[src/rtl/core/wcrs_pkg.sv]
// Shared types, constants and cosine ROM for the warmup/cosine rate schedule unit.
`default_nettype none
package wcrs_pkg;

  localparam int RATE_BITS   = 24;
  localparam int STEP_BITS   = 32;
  localparam int COS_ENTRIES = 256;
  localparam int IDX_BITS    = $clog2(COS_ENTRIES + 1);
  localparam int POS_BITS    = $clog2(2 * COS_ENTRIES + 1);

  localparam int MOD_STAGES  = STEP_BITS;
  localparam int QUO_BITS    = RATE_BITS;
  localparam int DEN_BITS    = STEP_BITS + 1;
  localparam int NUM_BITS    = DEN_BITS + QUO_BITS;

  localparam longint PI_HALF_Q30 = 64'd1686629713;
  localparam longint ONE_Q30     = 64'd1073741824;
  localparam int     ROM_SH      = (RATE_BITS >= 30) ? RATE_BITS - 30 : 30 - RATE_BITS;

  // Register indexes of the configuration port
  localparam logic [1:0] REG_MODE   = 2'd0;
  localparam logic [1:0] REG_BASE   = 2'd1;
  localparam logic [1:0] REG_WARMUP = 2'd2;
  localparam logic [1:0] REG_TOTAL  = 2'd3;

  // Mode codes; the unused code behaves as plain cosine
  localparam logic [1:0] MODE_COS   = 2'd0;
  localparam logic [1:0] MODE_EPOCH = 2'd1;
  localparam logic [1:0] MODE_WSD   = 2'd2;

  // Phase codes
  localparam logic [1:0] PH_WARMUP = 2'd0;
  localparam logic [1:0] PH_HOLD   = 2'd1;
  localparam logic [1:0] PH_DECAY  = 2'd2;

  typedef enum logic [2:0] {
    KIND_WARM,
    KIND_COS,
    KIND_WSD,
    KIND_FLOOR,
    KIND_BASE
  } kind_e;

  typedef struct packed {
    kind_e      kind;
    logic [1:0] phase;
  } div_tag_t;

  typedef logic [COS_ENTRIES:0][RATE_BITS:0] cos_rom_t;

  // Clamps one Horner step of the cosine series at zero
  function automatic longint cos_clamp(input longint v);
    longint r;
    r = v;
    if (r < 0) r = 0;
    return r;
  endfunction

  function automatic cos_rom_t cos_rom_build();
    cos_rom_t rom;
    longint   theta;
    longint   x2;
    longint   t;
    longint   v;
    for (int k = 0; k <= COS_ENTRIES; k++) begin
      theta = (longint'(k) * PI_HALF_Q30 + longint'(COS_ENTRIES / 2)) / COS_ENTRIES;
      x2 = (theta * theta) >>> 30;
      t  = ONE_Q30;
      t  = cos_clamp(ONE_Q30 - (((x2 * t) >>> 30) / 132));
      t  = cos_clamp(ONE_Q30 - (((x2 * t) >>> 30) / 90));
      t  = cos_clamp(ONE_Q30 - (((x2 * t) >>> 30) / 56));
      t  = cos_clamp(ONE_Q30 - (((x2 * t) >>> 30) / 30));
      t  = cos_clamp(ONE_Q30 - (((x2 * t) >>> 30) / 12));
      t  = cos_clamp(ONE_Q30 - (((x2 * t) >>> 30) / 2));
      if (RATE_BITS >= 30) begin
        v = t <<< ROM_SH;
      end else begin
        v = (t + ((longint'(1) <<< ROM_SH) >>> 1)) >>> ROM_SH;
      end
      rom[k] = v[RATE_BITS:0];
    end
    return rom;
  endfunction

  localparam cos_rom_t COS_ROM = cos_rom_build();

endpackage
`default_nettype wire

[src/rtl/core/wcrs_div.sv]
// Pipelined restoring divider: one quotient bit per stage.
`default_nettype none
module wcrs_div
  import wcrs_pkg::*;
(
  input  wire logic                clk_i,
  input  wire logic                rst_ni,
  input  wire logic                en_i,
  input  wire logic                valid_i,
  input  wire logic [NUM_BITS-1:0] num_i,
  input  wire logic [DEN_BITS-1:0] den_i,
  input  wire div_tag_t            tag_i,
  output logic                     valid_o,
  output logic [QUO_BITS-1:0]      quo_o,
  output div_tag_t                 tag_o
);

  logic [QUO_BITS-1:0] v_q;
  logic [DEN_BITS-1:0] r_q   [QUO_BITS];
  logic [QUO_BITS-1:0] sh_q  [QUO_BITS];
  logic [DEN_BITS-1:0] den_q [QUO_BITS];
  div_tag_t            tag_q [QUO_BITS];

  for (genvar j = 0; j < QUO_BITS; j++) begin : g_stage
    logic                v_in;
    logic [DEN_BITS-1:0] r_in;
    logic [QUO_BITS-1:0] sh_in;
    logic [DEN_BITS-1:0] den_in;
    div_tag_t            tag_in;
    logic [DEN_BITS:0]   trial;
    logic [DEN_BITS:0]   diff;
    logic                ge;

    if (j == 0) begin : g_first
      assign v_in   = valid_i;
      assign r_in   = num_i[NUM_BITS-1:QUO_BITS];
      assign sh_in  = num_i[QUO_BITS-1:0];
      assign den_in = den_i;
      assign tag_in = tag_i;
    end else begin : g_next
      assign v_in   = v_q[j-1];
      assign r_in   = r_q[j-1];
      assign sh_in  = sh_q[j-1];
      assign den_in = den_q[j-1];
      assign tag_in = tag_q[j-1];
    end

    always_comb begin
      trial = {r_in, sh_in[QUO_BITS-1]};
      diff  = trial - {1'b0, den_in};
      ge    = (trial >= {1'b0, den_in});
    end

    always_ff @(posedge clk_i or negedge rst_ni) begin
      if (!rst_ni) begin
        v_q[j] <= 1'b0;
      end else if (en_i) begin
        v_q[j] <= v_in;
      end
    end

    always_ff @(posedge clk_i) begin
      if (en_i) begin
        r_q[j]   <= ge ? diff[DEN_BITS-1:0] : trial[DEN_BITS-1:0];
        sh_q[j]  <= {sh_in[QUO_BITS-2:0], ge};
        den_q[j] <= den_in;
        tag_q[j] <= tag_in;
      end
    end
  end

  assign valid_o = v_q[QUO_BITS-1];
  assign quo_o   = sh_q[QUO_BITS-1];
  assign tag_o   = tag_q[QUO_BITS-1];

endmodule
`default_nettype wire

[config.mk]
export PLATFORM = sky130hd
export DESIGN_NAME = wcrs_div
export DESIGN_NICKNAME = d
export VERILOG_FILES = /design/src/rtl/core/wcrs_pkg.sv /design/src/rtl/core/wcrs_div.sv
export SDC_FILE = /design/constraint.sdc
export NUM_CORES = 2
export LEC_CHECK = 0
export ABC_AREA = 0
export BUFFER_PORTS_ARGS = -buffer_cell sky130_fd_sc_hd__buf_2
export CAP_MARGIN = 5
export CORE_UTILIZATION = 24
export DETAILED_ROUTE_END_ITERATION = 10
export GPL_TIMING_DRIVEN = 0
export SYNTH_ARGS = -nofsm -noshare
export SYNTH_HDL_FRONTEND = slang
export SYNTH_SLANG_ARGS = --single-unit
[constraint.sdc]
create_clock -name clk_i -period 10.5 [get_ports clk_i]
set_clock_uncertainty 0.05 [all_clocks]
set_input_delay 1.575 -clock clk_i [delete_from_list [all_inputs] [get_ports clk_i]]
set_output_delay 1.575 -clock clk_i [all_outputs]
set_load 0.03 [all_outputs]
== Yosys cells after proc, flatten, opt, wreduce, memory -nomap -nowiden ==
Memory sizes are Yosys's and may differ from the RTL's.
Index checks and enable logic that the tools add are counted.

* Reduce and logical (&&, ||, !) cells: 0
* Eq/ne operators: 0
* Shift operators: 0
* Order comparisons: 24
* Mux-type cells: 26
* $add $sub $neg: 24
* Bitwise logic cells: 0
* $mul: 0
* Divide/modulo/power cells: 0

{| class="wikitable"
|+ Operators with widths
! operator !! number
|-
| >= comparator 34 x 33 -> 1 bit || 24
|-
| two-way mux 33 bit || 24
|-
| subtractor 33 bit || 24
|-
| two-way mux 1 bit || 2
|}

* RAM bits: 2280
* Bits in registers: 24
* Memories: 4
* Latch bits: 0
* ROM bits: 0
* Word-level logic and storage cells: 102

{| class="wikitable"
|+ Memory list
! memory !! depth !! width !! read ports !! clocked after memory_dff !! wr ports !! RTL line !! text
|-
| den_q || 24 || 33 || 23 || 0 || 24 || wcrs_div.sv:21 || <nowiki>logic [DEN_BITS-1:0] den_q [QUO_BITS];</nowiki>
|-
| r_q || 24 || 33 || 23 || 0 || 24 || wcrs_div.sv:19 || <nowiki>logic [DEN_BITS-1:0] r_q [QUO_BITS];</nowiki>
|-
| sh_q || 24 || 24 || 24 || 0 || 24 || wcrs_div.sv:20 || <nowiki>logic [QUO_BITS-1:0] sh_q [QUO_BITS];</nowiki>
|-
| tag_q || 24 || 5 || 24 || 0 || 24 || wcrs_div.sv:22 || <nowiki>div_tag_t tag_q [QUO_BITS];</nowiki>
|}

== Depth between registers and ports, before layout ==
* Depth in word-level cells: 2
* Mapped depth: 16
* Mapped depth without buffers: 15

== Least setup slack after synthesis ==
No wires, ideal clock.

* Path kind: in2reg
* Start point: input num_i[23]
* End point: memory r_q[0][10] (netlist bit), data pin
* Arrival time: 4.304 ns
* Stages: 14
* Setup slack: 5.884 ns
* Cells stage by stage: inv_1 ha_1 inv_1 fa_1 a21oi_1 o211ai_1 a211oi_2 o31ai_1 a221o_1 a21oi_1 nand3_1 a311o_1 buf_2 mux2_1

{| class="wikitable"
|+ RTL lines
! item !! RTL line !! text
|-
| start: declaration || wcrs_div.sv:10 || <nowiki>input wire logic [NUM_BITS-1:0] num_i,</nowiki>
|-
| end: declaration || wcrs_div.sv:19 ||
|}

==> metrics.yaml <==
placed_design:
  numPortBuffers: 128
  globalplace.congestion: 0.917
  pre_cts_slack_ps: 2900
  post-dp-hpwl_um: 197000
timing:
  rsz0062_at_grt: "false"
  fin_crit_sh_pct: 63.2
  fmax_mhz: 151
  relSlewSlack_pct: 14.2
  fin_tns_setup_ps: 0
  worst_slew_pin_slew_ps: 1250
  min_period_ps: 6640
  layout_setup_ws_ps: 3860
  hold_violations: 0
  setup_viol: 0
  final_max_slew_viol_count: 0
setup_path:
  critPathMaxStageDelay_ps: 660
  crit_path_start_kind: "input port"
  r2r_setup_slack_ps: 5300
  path_common_cell: "buf_16"
  cp.required_ps: 10970
  crit_family: "buffers and inverters"
  end_kind: "flop"
  slowest_stage: "buf_16"
  crit_buf_inv: 9
  crit_arrival_ps: 7110
  path_cells: "buf_12, buf_16, buf_16, buf_16, buf_16, buf_16, buf_16, buf_16, buf_16"
  critPathKind: "in -> reg"
  critPathMaxFanout: 184
logic_synthesis:
  synthFlopType: "edfxtp_1"
  netlist_instances: 9801
  ys_ff_latch: 2238
  synth_enable_flop_cells: 2214
  async_reset_ff_share_pct: 1.07
  yosysSeqAreaShare_pct: 57.0
  netlist_area_mm2: 0.118
  synth_fp_nets: 10700
  synth_cell_type_count: 109
  syn_avg_cell_area_um2: 12.0
  ys_warn_count: 0
route:
  drt-total-wl_um: 264000
  drtIter0Drc: 3713
  via_count: 73800
  drc: 0
  via_per_inst: 4.37
  drtAntennaViolNets: 0
  wire_per_inst_um: 15.6
  drt_pass1_iterations: 5
final_layout:
  nets: 11100
  drive_above_1_share_pct: 9.61
  areaGrowthSynthToFinish_pct: 15.1
  final_common_cell: "edfxtp_1"
  final_cell_mix: "edfxtp_1 (2,214), inv_1 (995), a21oi_1 (870)"
cts:
  cts_max_level: 5
  ctsHoldBuffers: 0
  cts.repair.resized: 0
  clock_latency_ps: 940
  cts_tree: "yes"
  postCtsSetupBuffers: 0
  cts_root_buffer: "clkbuf_16"
  clk_path_buf_depth: 4
  numCtsBuffers: 279
  cts_num_sinks: 2238
  clkTransAtPathRegs_ps: 50
global_route:
  antenna_found_initial: 1
  grt.overflow.total: 0
  grt_pass1_vias: 75100
  grt_pass1_wl_um: 408000
  grt_usage_pct: 10.3
  grt_start_max_net_pins: 185
flow_run:
  maxCapViolCount: 0
floorplan:
  row_count: 256
  start_util_pct: 24.2
  die_w_um: 702
  dieArea_mm2: 0.493
  die_h_um: 702
  coreArea_mm2: 0.487
  ios: 129
power_and_ir_drop:
  vdd_drop_max_mv: 0.140
  power_density_mw_per_mm2: 303
  power_leakage_nw: 53.1
status:
  status: "finished clean"
min_path:
  min_path_type: "reg -> reg"
final cells by class:
type / count / area (µm²)
buffer: 214 / 980
clock inverter: 151 / 1300
sequential: 2238 / 67100
inverter: 998 / 3750
timing repair buffer: 143 / 1070
fill: 50000 / 352000
multi-input combinational: 6351 / 45900
tap: 6450 / 8070
antenna: 2 / 5.00
clock buffer: 336 / 7280
cells in the mapped netlist (all sizes together), types with 24 or more instances:
library cell / count / share of area (%)
mux2: 357 / 3.5
nand2: 592 / 1.9
nor3: 89 / 0.39
and3: 76 / 0.40
nand4: 138 / 0.73
a21oi: 873 / 3.7
inv: 998 / 3.2
and2: 47 / 0.25
edfxtp: 2214 / 56
dfrtp: 24 / 0.51
a211oi: 62 / 0.41
o211ai: 41 / 0.27
o21a: 92 / 0.59
or3: 39 / 0.21
o21bai: 115 / 0.73
nand3: 155 / 0.66
o31ai: 53 / 0.34
a21o: 428 / 2.7
buf: 81 / 0.41
nand2b: 97 / 0.52
xnor2: 378 / 2.8
nor2b: 114 / 0.61
xor2: 275 / 2.0
ha: 792 / 8.4
o21ai: 541 / 2.3
nor2: 518 / 1.7
a31oi: 52 / 0.34
clkbuf: 133 / 0.43
nor4: 26 / 0.14
routing by layer:
| layer | part of all wire, % | up-vias | track usage (%) |
|---|---|---|---|
| li1 | - | 36900 | - |
| met1 | 38 | 34800 | 10.4 |
| met2 | 52 | 1344 | 19.7 |
| met3 | 3.6 | 701 | 1.69 |
| met4 | 6.7 | 0 | 6.22 |
| met5 | 0 | - | 0 |
sequential cells by signal, indices dropped and copies added (netlist names):
register and flops:
den_q 759, tag_q 120, g_stage.v_in 23, sh_q 576
r_q 759, valid_o 1
stage by stage:
| step | hold WS [ps] | cells | utilization, % | instance area (µm²) | power (W) |
|---|---|---|---|---|---|
| 2_1_floorplan | 350 | 9801 | - | 118000 | 0.0273 |
| 3_3_place_gp | 350 | 16400 | 25.9 | 126000 | 0.0326 |
| 3_5_place_dp | 355 | 16400 | 26.0 | 127000 | 0.0320 |
| 4_1_cts | 337 | 16900 | 27.8 | 135000 | 0.0416 |
| 5_1_grt | 338 | 16900 | 27.8 | 135000 | 0.0440 |
| 6_report | 346 | 16900 | 27.8 | 135000 | 0.0411 |
worst reg2reg max path, delay by kind of cell (launching register included):
| family | cells | cell delay, ps |
|---|---|---|
| AOI/OAI and AO/OA | 9 | 2660 |
| muxes | 1 | 350 |
| DFF | 1 | 350 |
| buffers and inverters | 4 | 950 |
| adders and majority gates | 2 | 600 |
cell families after synthesis:
family,count (synthesis),share of synthesized area (%)
AOI/OAI and AO/OA,2521,13.6
muxes,375,3.63
xor gates and xnor gates,653,4.86
and+or+nand+nor,1987,8.11
DFF,2238,57.0
buffers and inverters,1212,4.02
adders and majority gates,815,8.81
where the power goes:
group	total, W	leakage (nW)	internal, W	switching [W]
clock network	0.00914	4.19	0.00529	0.00385
registers	0.0141	21.9	0.0129	0.00117
logic	0.0178	27.0	0.00766	0.0102
total	0.0411	53.1	0.0259	0.0152
worst paths after layout:
kind | cells after the start | from | endpoint
min reg2reg | 0 | sh_q[0][113] | sh_q[0][138]
max reg2reg | 16 | sh_q[1][167] | r_q[1][262]
max | 9 | en_i | den_q[0][27]
min | 0 | sh_q[0][113] | sh_q[0][138]
max in group asynchronous | 1 | rst_ni | g_stage[7].v_in
min in group asynchronous | 1 | rst_ni | g_stage[1].v_in
No activity file was read; power rests on OpenSTA's default activity.
