$ cat config.mk
export PLATFORM = sky130hd
export DESIGN_NAME = wcrs_mod
export DESIGN_NICKNAME = d
export VERILOG_FILES = /design/src/rtl/core/wcrs_pkg.sv /design/src/rtl/core/wcrs_mod.sv
export SDC_FILE = /design/constraint.sdc
export NUM_CORES = 2
export LEC_CHECK = 0
export ABC_CLOCK_PERIOD_IN_PS = 5300
export BUFFER_PORTS_ARGS = -buffer_cell sky130_fd_sc_hd__clkbuf_2
export CELL_PAD_IN_SITES_DETAIL_PLACEMENT = 1
export CELL_PAD_IN_SITES_GLOBAL_PLACEMENT = 2
export CORE_UTILIZATION = 40
export DETAILED_ROUTE_END_ITERATION = 7
export HOLD_SLACK_MARGIN = 0.03
export PLACE_DENSITY_LB_ADDON = 0.1
export SLEW_MARGIN = 30
export SYNTH_ARGS = -nofsm -noshare
export SYNTH_HDL_FRONTEND = slang
export SYNTH_SLANG_ARGS = --single-unit
export TNS_END_PERCENT = 1
$ cat constraint.sdc
create_clock -name clk_i -period 5.3 [get_ports clk_i]
set_input_delay 1.06 -clock clk_i [delete_from_list [all_inputs] [get_ports clk_i]]
set_output_delay 1.06 -clock clk_i [all_outputs]
set_load 0.02 [all_outputs]
$ cat src/rtl/core/wcrs_pkg.sv
// Shared types, constants and cosine ROM for the warmup/cosine rate schedule unit.
`default_nettype none
package wcrs_pkg;

  localparam int RATE_BITS   = 24;
  localparam int STEP_BITS   = 32;
  localparam int COS_ENTRIES = 256;
  localparam int IDX_BITS    = $clog2(COS_ENTRIES + 1);
  localparam int POS_BITS    = $clog2(2 * COS_ENTRIES + 1);

  localparam int MOD_STAGES  = STEP_BITS;
  localparam int QUO_BITS    = RATE_BITS;
  localparam int DEN_BITS    = STEP_BITS + 1;
  localparam int NUM_BITS    = DEN_BITS + QUO_BITS;

  localparam longint PI_HALF_Q30 = 64'd1686629713;
  localparam longint ONE_Q30     = 64'd1073741824;
  localparam int     ROM_SH      = (RATE_BITS >= 30) ? RATE_BITS - 30 : 30 - RATE_BITS;

  // Register indexes of the configuration port
  localparam logic [1:0] REG_MODE   = 2'd0;
  localparam logic [1:0] REG_BASE   = 2'd1;
  localparam logic [1:0] REG_WARMUP = 2'd2;
  localparam logic [1:0] REG_TOTAL  = 2'd3;

  // Mode codes; the unused code behaves as plain cosine
  localparam logic [1:0] MODE_COS   = 2'd0;
  localparam logic [1:0] MODE_EPOCH = 2'd1;
  localparam logic [1:0] MODE_WSD   = 2'd2;

  // Phase codes
  localparam logic [1:0] PH_WARMUP = 2'd0;
  localparam logic [1:0] PH_HOLD   = 2'd1;
  localparam logic [1:0] PH_DECAY  = 2'd2;

  typedef enum logic [2:0] {
    KIND_WARM,
    KIND_COS,
    KIND_WSD,
    KIND_FLOOR,
    KIND_BASE
  } kind_e;

  typedef struct packed {
    kind_e      kind;
    logic [1:0] phase;
  } div_tag_t;

  typedef logic [COS_ENTRIES:0][RATE_BITS:0] cos_rom_t;

  // Clamps one Horner step of the cosine series at zero
  function automatic longint cos_clamp(input longint v);
    longint r;
    r = v;
    if (r < 0) r = 0;
    return r;
  endfunction

  function automatic cos_rom_t cos_rom_build();
    cos_rom_t rom;
    longint   theta;
    longint   x2;
    longint   t;
    longint   v;
    for (int k = 0; k <= COS_ENTRIES; k++) begin
      theta = (longint'(k) * PI_HALF_Q30 + longint'(COS_ENTRIES / 2)) / COS_ENTRIES;
      x2 = (theta * theta) >>> 30;
      t  = ONE_Q30;
      t  = cos_clamp(ONE_Q30 - (((x2 * t) >>> 30) / 132));
      t  = cos_clamp(ONE_Q30 - (((x2 * t) >>> 30) / 90));
      t  = cos_clamp(ONE_Q30 - (((x2 * t) >>> 30) / 56));
      t  = cos_clamp(ONE_Q30 - (((x2 * t) >>> 30) / 30));
      t  = cos_clamp(ONE_Q30 - (((x2 * t) >>> 30) / 12));
      t  = cos_clamp(ONE_Q30 - (((x2 * t) >>> 30) / 2));
      if (RATE_BITS >= 30) begin
        v = t <<< ROM_SH;
      end else begin
        v = (t + ((longint'(1) <<< ROM_SH) >>> 1)) >>> ROM_SH;
      end
      rom[k] = v[RATE_BITS:0];
    end
    return rom;
  endfunction

  localparam cos_rom_t COS_ROM = cos_rom_build();

endpackage
`default_nettype wire

$ cat src/rtl/core/wcrs_mod.sv
// Pipelined restoring modulo unit: one remainder bit per stage.
`default_nettype none
module wcrs_mod
  import wcrs_pkg::*;
(
  input  wire logic                 clk_i,
  input  wire logic                 rst_ni,
  input  wire logic                 en_i,
  input  wire logic                 valid_i,
  input  wire logic [STEP_BITS-1:0] step_i,
  input  wire logic [STEP_BITS-1:0] divisor_i,
  output logic                      valid_o,
  output logic [STEP_BITS-1:0]      rem_o,
  output logic [STEP_BITS-1:0]      step_o
);

  logic [MOD_STAGES-1:0] v_q;
  logic [STEP_BITS-1:0]  r_q   [MOD_STAGES];
  logic [STEP_BITS-1:0]  sh_q  [MOD_STAGES];
  logic [STEP_BITS-1:0]  raw_q [MOD_STAGES];

  for (genvar j = 0; j < MOD_STAGES; j++) begin : g_stage
    logic                 v_in;
    logic [STEP_BITS-1:0] r_in;
    logic [STEP_BITS-1:0] sh_in;
    logic [STEP_BITS-1:0] raw_in;
    logic [STEP_BITS:0]   trial;
    logic [STEP_BITS:0]   diff;
    logic [STEP_BITS-1:0] r_d;

    if (j == 0) begin : g_first
      assign v_in   = valid_i;
      assign r_in   = '0;
      assign sh_in  = step_i;
      assign raw_in = step_i;
    end else begin : g_next
      assign v_in   = v_q[j-1];
      assign r_in   = r_q[j-1];
      assign sh_in  = sh_q[j-1];
      assign raw_in = raw_q[j-1];
    end

    always_comb begin
      trial = {r_in, sh_in[STEP_BITS-1]};
      diff  = trial - {1'b0, divisor_i};
      r_d   = (trial >= {1'b0, divisor_i}) ? diff[STEP_BITS-1:0] : trial[STEP_BITS-1:0];
    end

    always_ff @(posedge clk_i or negedge rst_ni) begin
      if (!rst_ni) begin
        v_q[j] <= 1'b0;
      end else if (en_i) begin
        v_q[j] <= v_in;
      end
    end

    always_ff @(posedge clk_i) begin
      if (en_i) begin
        r_q[j]   <= r_d;
        sh_q[j]  <= {sh_in[STEP_BITS-2:0], 1'b0};
        raw_q[j] <= raw_in;
      end
    end
  end

  assign valid_o = v_q[MOD_STAGES-1];
  assign rem_o   = r_q[MOD_STAGES-1];
  assign step_o  = raw_q[MOD_STAGES-1];

endmodule
`default_nettype wire

# ---- Word level (Yosys, flattened, before mapping)
# Memories as Yosys holds them, arrays and structs flattened.
# Cells that the tools add are included.
dict set report word_totals {
  register_bits 32
  word_cells 133
  ram_bits 3040
  out_inout_bits 65
  in_bits 68
  memories 3
}
dict set report op_classes {
  n_addsub 32
  n_mux 34
  order_cmp 32
}
# name words width read_ports rd_clocked_by_memory_dff wr line
set mem_list {}
lappend mem_list {r_q 32 32 32 0 32 wcrs_mod.sv:18} ;# logic [STEP_BITS-1:0] r_q [MOD_STAGES];
lappend mem_list {raw_q 32 32 32 0 32 wcrs_mod.sv:20} ;# logic [STEP_BITS-1:0] raw_q [MOD_STAGES];
lappend mem_list {sh_q 32 31 31 0 32 wcrs_mod.sv:19} ;# logic [STEP_BITS-1:0] sh_q [MOD_STAGES];
# op n
set op_table {}
lappend op_table {{$mux W32} 32}
lappend op_table {{$ge A33 B32 Y1} 31}
lappend op_table {{$sub A32 B32 Y32} 31}
lappend op_table {{$ge A1 B32 Y1} 1}
lappend op_table {{$sub A1 B32 Y32} 1}
lappend op_table {{$mux W1} 2}

# ---- Depth between registers and ports, before layout
# An unclocked memory read counts as a cell.
dict set report depth {
  depth_word 3
  mapped_depth 16
  mapped_depth_nobuf 15
}

# ---- Worst setup path after synthesis
# OpenSTA, ideal clock, no wires.
dict set report synth_timing {
  path_type {in2reg}
  from {input divisor_i[1]}
  to {memory r_q[2][22] (netlist: r_q[0][86]) (data pin)}
  setup_slack_ns -2.009
  stages 15
  n_path_buf 2
  required_ns 5.040
  setup_time_ns 0.260
  t_arrival_ns 7.049
  cell_sequence {inv_1 > clkbuf_1 > ha_1 > nor2b_1 > o31a_1 > or3_1 > a41oi_1 > nand2_1 > a31o_2 > a311oi_1 > o31ai_1 > a21oi_1 > a21o_1 > buf_2 > mux2_2}
}
# element line
set synth_lines {}
lappend synth_lines {{start, declared} wcrs_mod.sv:11} ;# input wire logic [STEP_BITS-1:0] divisor_i,
lappend synth_lines {{end, declared} wcrs_mod.sv:18}

==> impl_metrics.py <==
metrics = {
    "detailed_routing": {
        "routed_via_density": 5.58,
        "wl_mm": 378,
        "drt-met1-wl_mm": 174,
        "drtIter0Drc": 4908,
        "drc": 0,
        "ant_nets": 0,
        "dr_wl_met2_mm": 180,
        "routedWlPerCell_um": 24.2,
        "vias": 87200,
        "met3_length_mm": 12.9,
        "routed.top_layer": "met4",
        "first_pass_iters": 6,
    },
    "run": {
        "maxCapViolCount": 0,
    },
    "global_route": {
        "grt_pass1_wl_mm": 568,
        "grt_max_degree": 133,
        "antenna_found_initial": 20,
        "grt_use_total_pct": 23.9,
        "first_global_vias": 90900,
        "overflow": 0,
    },
    "sta": {
        "period_minus_slack_ns": 4.54,
        "rsz0062_at_grt": "no",
        "fin_skew_ns": 0.0850,
        "hold_viol_final": 0,
        "slew_headroom_pct": 36.7,
        "finalSetupViolations": 0,
        "hold-worst-slack_ns": 0.176,
        "worst_pin_slew_ns": 0.950,
        "clock.fmax_mhz": 220,
        "drv_slew": 0,
        "post-route-period-util_pct": 85.6,
    },
    "run_status": {
        "status": "complete, no violations",
    },
    "floorplanning": {
        "initial_core_util_pct": 40.3,
        "die_w_um": 557,
        "core_um2": 306000,
        "die_y_um": 557,
        "dieArea_um2": 311000,
        "num_io_pins": 133,
        "rows": 203,
    },
    "logic_synthesis": {
        "synth_flop_cell": "edfxtp_1",
        "synth.distinct_cells": 98,
        "synthArstFlopShare_pct": 1.54,
        "netlist_area_um2": 123000,
        "synth_common_cells": "edfxtp_1, ha_1, a21oi_1",
        "yosysMostFrequentCell": "edfxtp_1",
        "synth_enable_flop_cells": 2048,
        "syn_area_per_cell_um2": 11.6,
        "synth.area.top_cells": "edfxtp_1, ha_1, mux2_2",
        "synthCells": 10600,
        "synth_top_area_share_pct": 49.9,
        "yosysWarnings": 0,
        "syn-num-nets": 11700,
        "ys_ff_latch": 2080,
        "synth_top_area_cell": "edfxtp_1",
        "seq_area_frac_synth_pct": 50.5,
    },
    "clock_tree": {
        "tritoncts": "yes",
        "clockBufferDepth": 4,
        "htreeDepth": 4,
        "clock-sinks": 2080,
        "cts_hold_buffers": 0,
        "clkTransAtPathRegs_ns": 0.06,
        "cts_resized": 0,
        "numCtsBuffers": 241,
        "cts_setup_buffers": 0,
        "cts_root_buf": "clkbuf_16",
        "clock_latency_ns": 0.95,
    },
    "setup_path": {
        "slowest_stage": "edfxtp_1",
        "critPathMaxStageDelay_ns": 0.45,
        "r2r_end": "r_q[1][156]",
        "rrSetupSlack_ns": 0.76,
        "end_kind": "flip-flop",
        "r2r-start": "raw_q[1][107]",
        "critical_path_class": "reg -> reg",
        "critical_path_arrival_ns": 5.16,
        "path_cells": "inv_1 > ha_1 > inv_1 > fa_1 > a21oi_1 > o21ai_1 > a2111oi_0 > buf_4 > o31ai_1 > a211o_1 > a31oi_2 > o21ai_0 > or4_1 > a31oi_1 > xor2_1 > o21ai_0",
        "reg2regPathDepth": 16,
        "worstPathMaxFanout": 4,
        "cp.required_ns": 5.92,
        "critPathLaunchType": "flip-flop",
    },
    "hold_path": {
        "min_path_type": "in -> async",
    },
    "power_and_ir_drop": {
        "ir_worst_vdd_mv": 0.357,
        "switchingPower_mw": 37.5,
        "comb_power_share_pct": 51.6,
        "pwr-share-clk_pct": 18.0,
        "switching_share_pct": 39.0,
        "intPower_mw": 58.7,
        "p_total_mw": 96.2,
        "p_leak_nw": 56.2,
        "powerDensity_nw_per_um2": 676,
        "seq_power_share_pct": 30.5,
    },
    "placed_design": {
        "dp_hpwl_mm": 284,
        "portBuffers": 132,
        "dp_cells": 15200,
        "gp_congestion": 0.886,
    },
    "cells_and_area": {
        "drive_above_1_share_pct": 16.6,
        "final_nets": 12400,
        "layout.cells.non_filler": 15600,
        "syn_to_final_growth_pct": 15.4,
    },
}
==> layer usage <==
layer | vias to the layer above | track usage, %
met5 | - | 0
met3 | 504 | 2.54
met4 | 0 | 6.73
li1 | 41900 | -
met2 | 1315 | 40.5
met1 | 43500 | 32.2
==> cell type report <==
cell class / instances / area (um^2)
diodes: 7 / 17.5
well taps: 4100 / 5130
inverters: 317 / 1220
multi-input cells: 7910 / 58800
repair buffers: 770 / 6630
clock buffers: 286 / 6250
fillers: 32400 / 164000
clock inverters: 159 / 1950
flip-flops and latches: 2080 / 62300
==> through the flow <==
stage / area (um^2) / TNS, ns / utilization [%] / setup WS [ns]
final: 142000 / 0 / 46.5 / 0.764
after detailed placement: 134000 / -2.55 / 43.8 / -0.202
after global routing: 142000 / 0 / 46.5 / 0.478
after global placement: 134000 / -0.658 / 43.8 / -0.148
after floorplan: 123000 / 0 / - / 0.0871
after CTS: 142000 / 0 / 46.5 / 0.733
==> registers in the layout, indices dropped and copies added (netlist names) <==
register      flops
raw_q          1024
valid_o           1
g_stage.v_in     31
r_q            1024
==> how the worst max path moves through the flow <==
stage,end,depth (start not counted),start,slack [ns]
final,r_q[1][156],16,raw_q[1][107],0.76
after global routing,r_q[1][156],16,raw_q[1][107],0.48
after CTS,r_q[1][156],16,raw_q[1][107],0.73
after detailed placement,r_q[1][317],16,divisor_i[5],-0.20
after global placement,r_q[1][317],16,divisor_i[5],-0.15
after floorplan,r_q[0][86],15,divisor_i[1],0.09
==> power groups by stage <==
stage	Combinational, mW	Clock (mW)	Sequential, mW
2_1_floorplan	35.1	0	27.4
3_3_place_gp	48.2	0	29.8
3_5_place_dp	49.2	0	29.7
4_1_cts	49.6	17.8	29.4
5_1_grt	54.5	18.4	29.7
6_report	49.6	17.3	29.3
==> cells by family (layout without fill, tap and decap cells) <==
group / count (synthesis) / count (layout) / synth area share [%]
XOR/XNOR: 863 / 863 / 6.13
flip-flops: 2080 / 2080 / 50.5
buffers and inverters: 599 / 1532 / 1.95
multiplexers: 688 / 688 / 6.42
other: 0 / 7 / 0
adder cells (fa/ha/maj): 1025 / 1025 / 10.6
AO/OA/AOI/OAI: 3053 / 3053 / 15.6
AND/OR/NAND/NOR: 2281 / 2281 / 8.78
==> layout by cell type, fill, tap and decap left out, types with 41 or more instances in the layout <==
cell       instances
nor3_1           114
nor4_1            61
mux2_2           594
ha_1             994
clkbuf_16        242
edfxtp_1        2048
a31oi_1          106
nor2b_1          124
nand4_1          170
mux2_4            56
clkbuf_2         130
a21o_1           533
clkinv_2          60
o21bai_1         128
clkbuf_1          41
a21oi_1          981
xnor2_1          543
nand2b_1         116
xor2_1           320
nand3_1          180
buf_4            546
o31ai_1           66
inv_1            286
o21ai_0          627
buf_12            94
and3_1            73
o21a_1           128
nor2_1           625
nand2_1          665
a211oi_1          68
a21boi_0          45
==> worst max-delay path: cells and delay by family (launching register included) <==
kind	cells	cell delay [ns]
adders and majority gates	2	0.63
xor gates and xnor gates	1	0.15
DFF	1	0.45
buffers and inverters	3	0.52
and+or+nand+nor	1	0.45
AOI/OAI and AO/OA	9	2.06
Power figures use the tool's default switching activity.
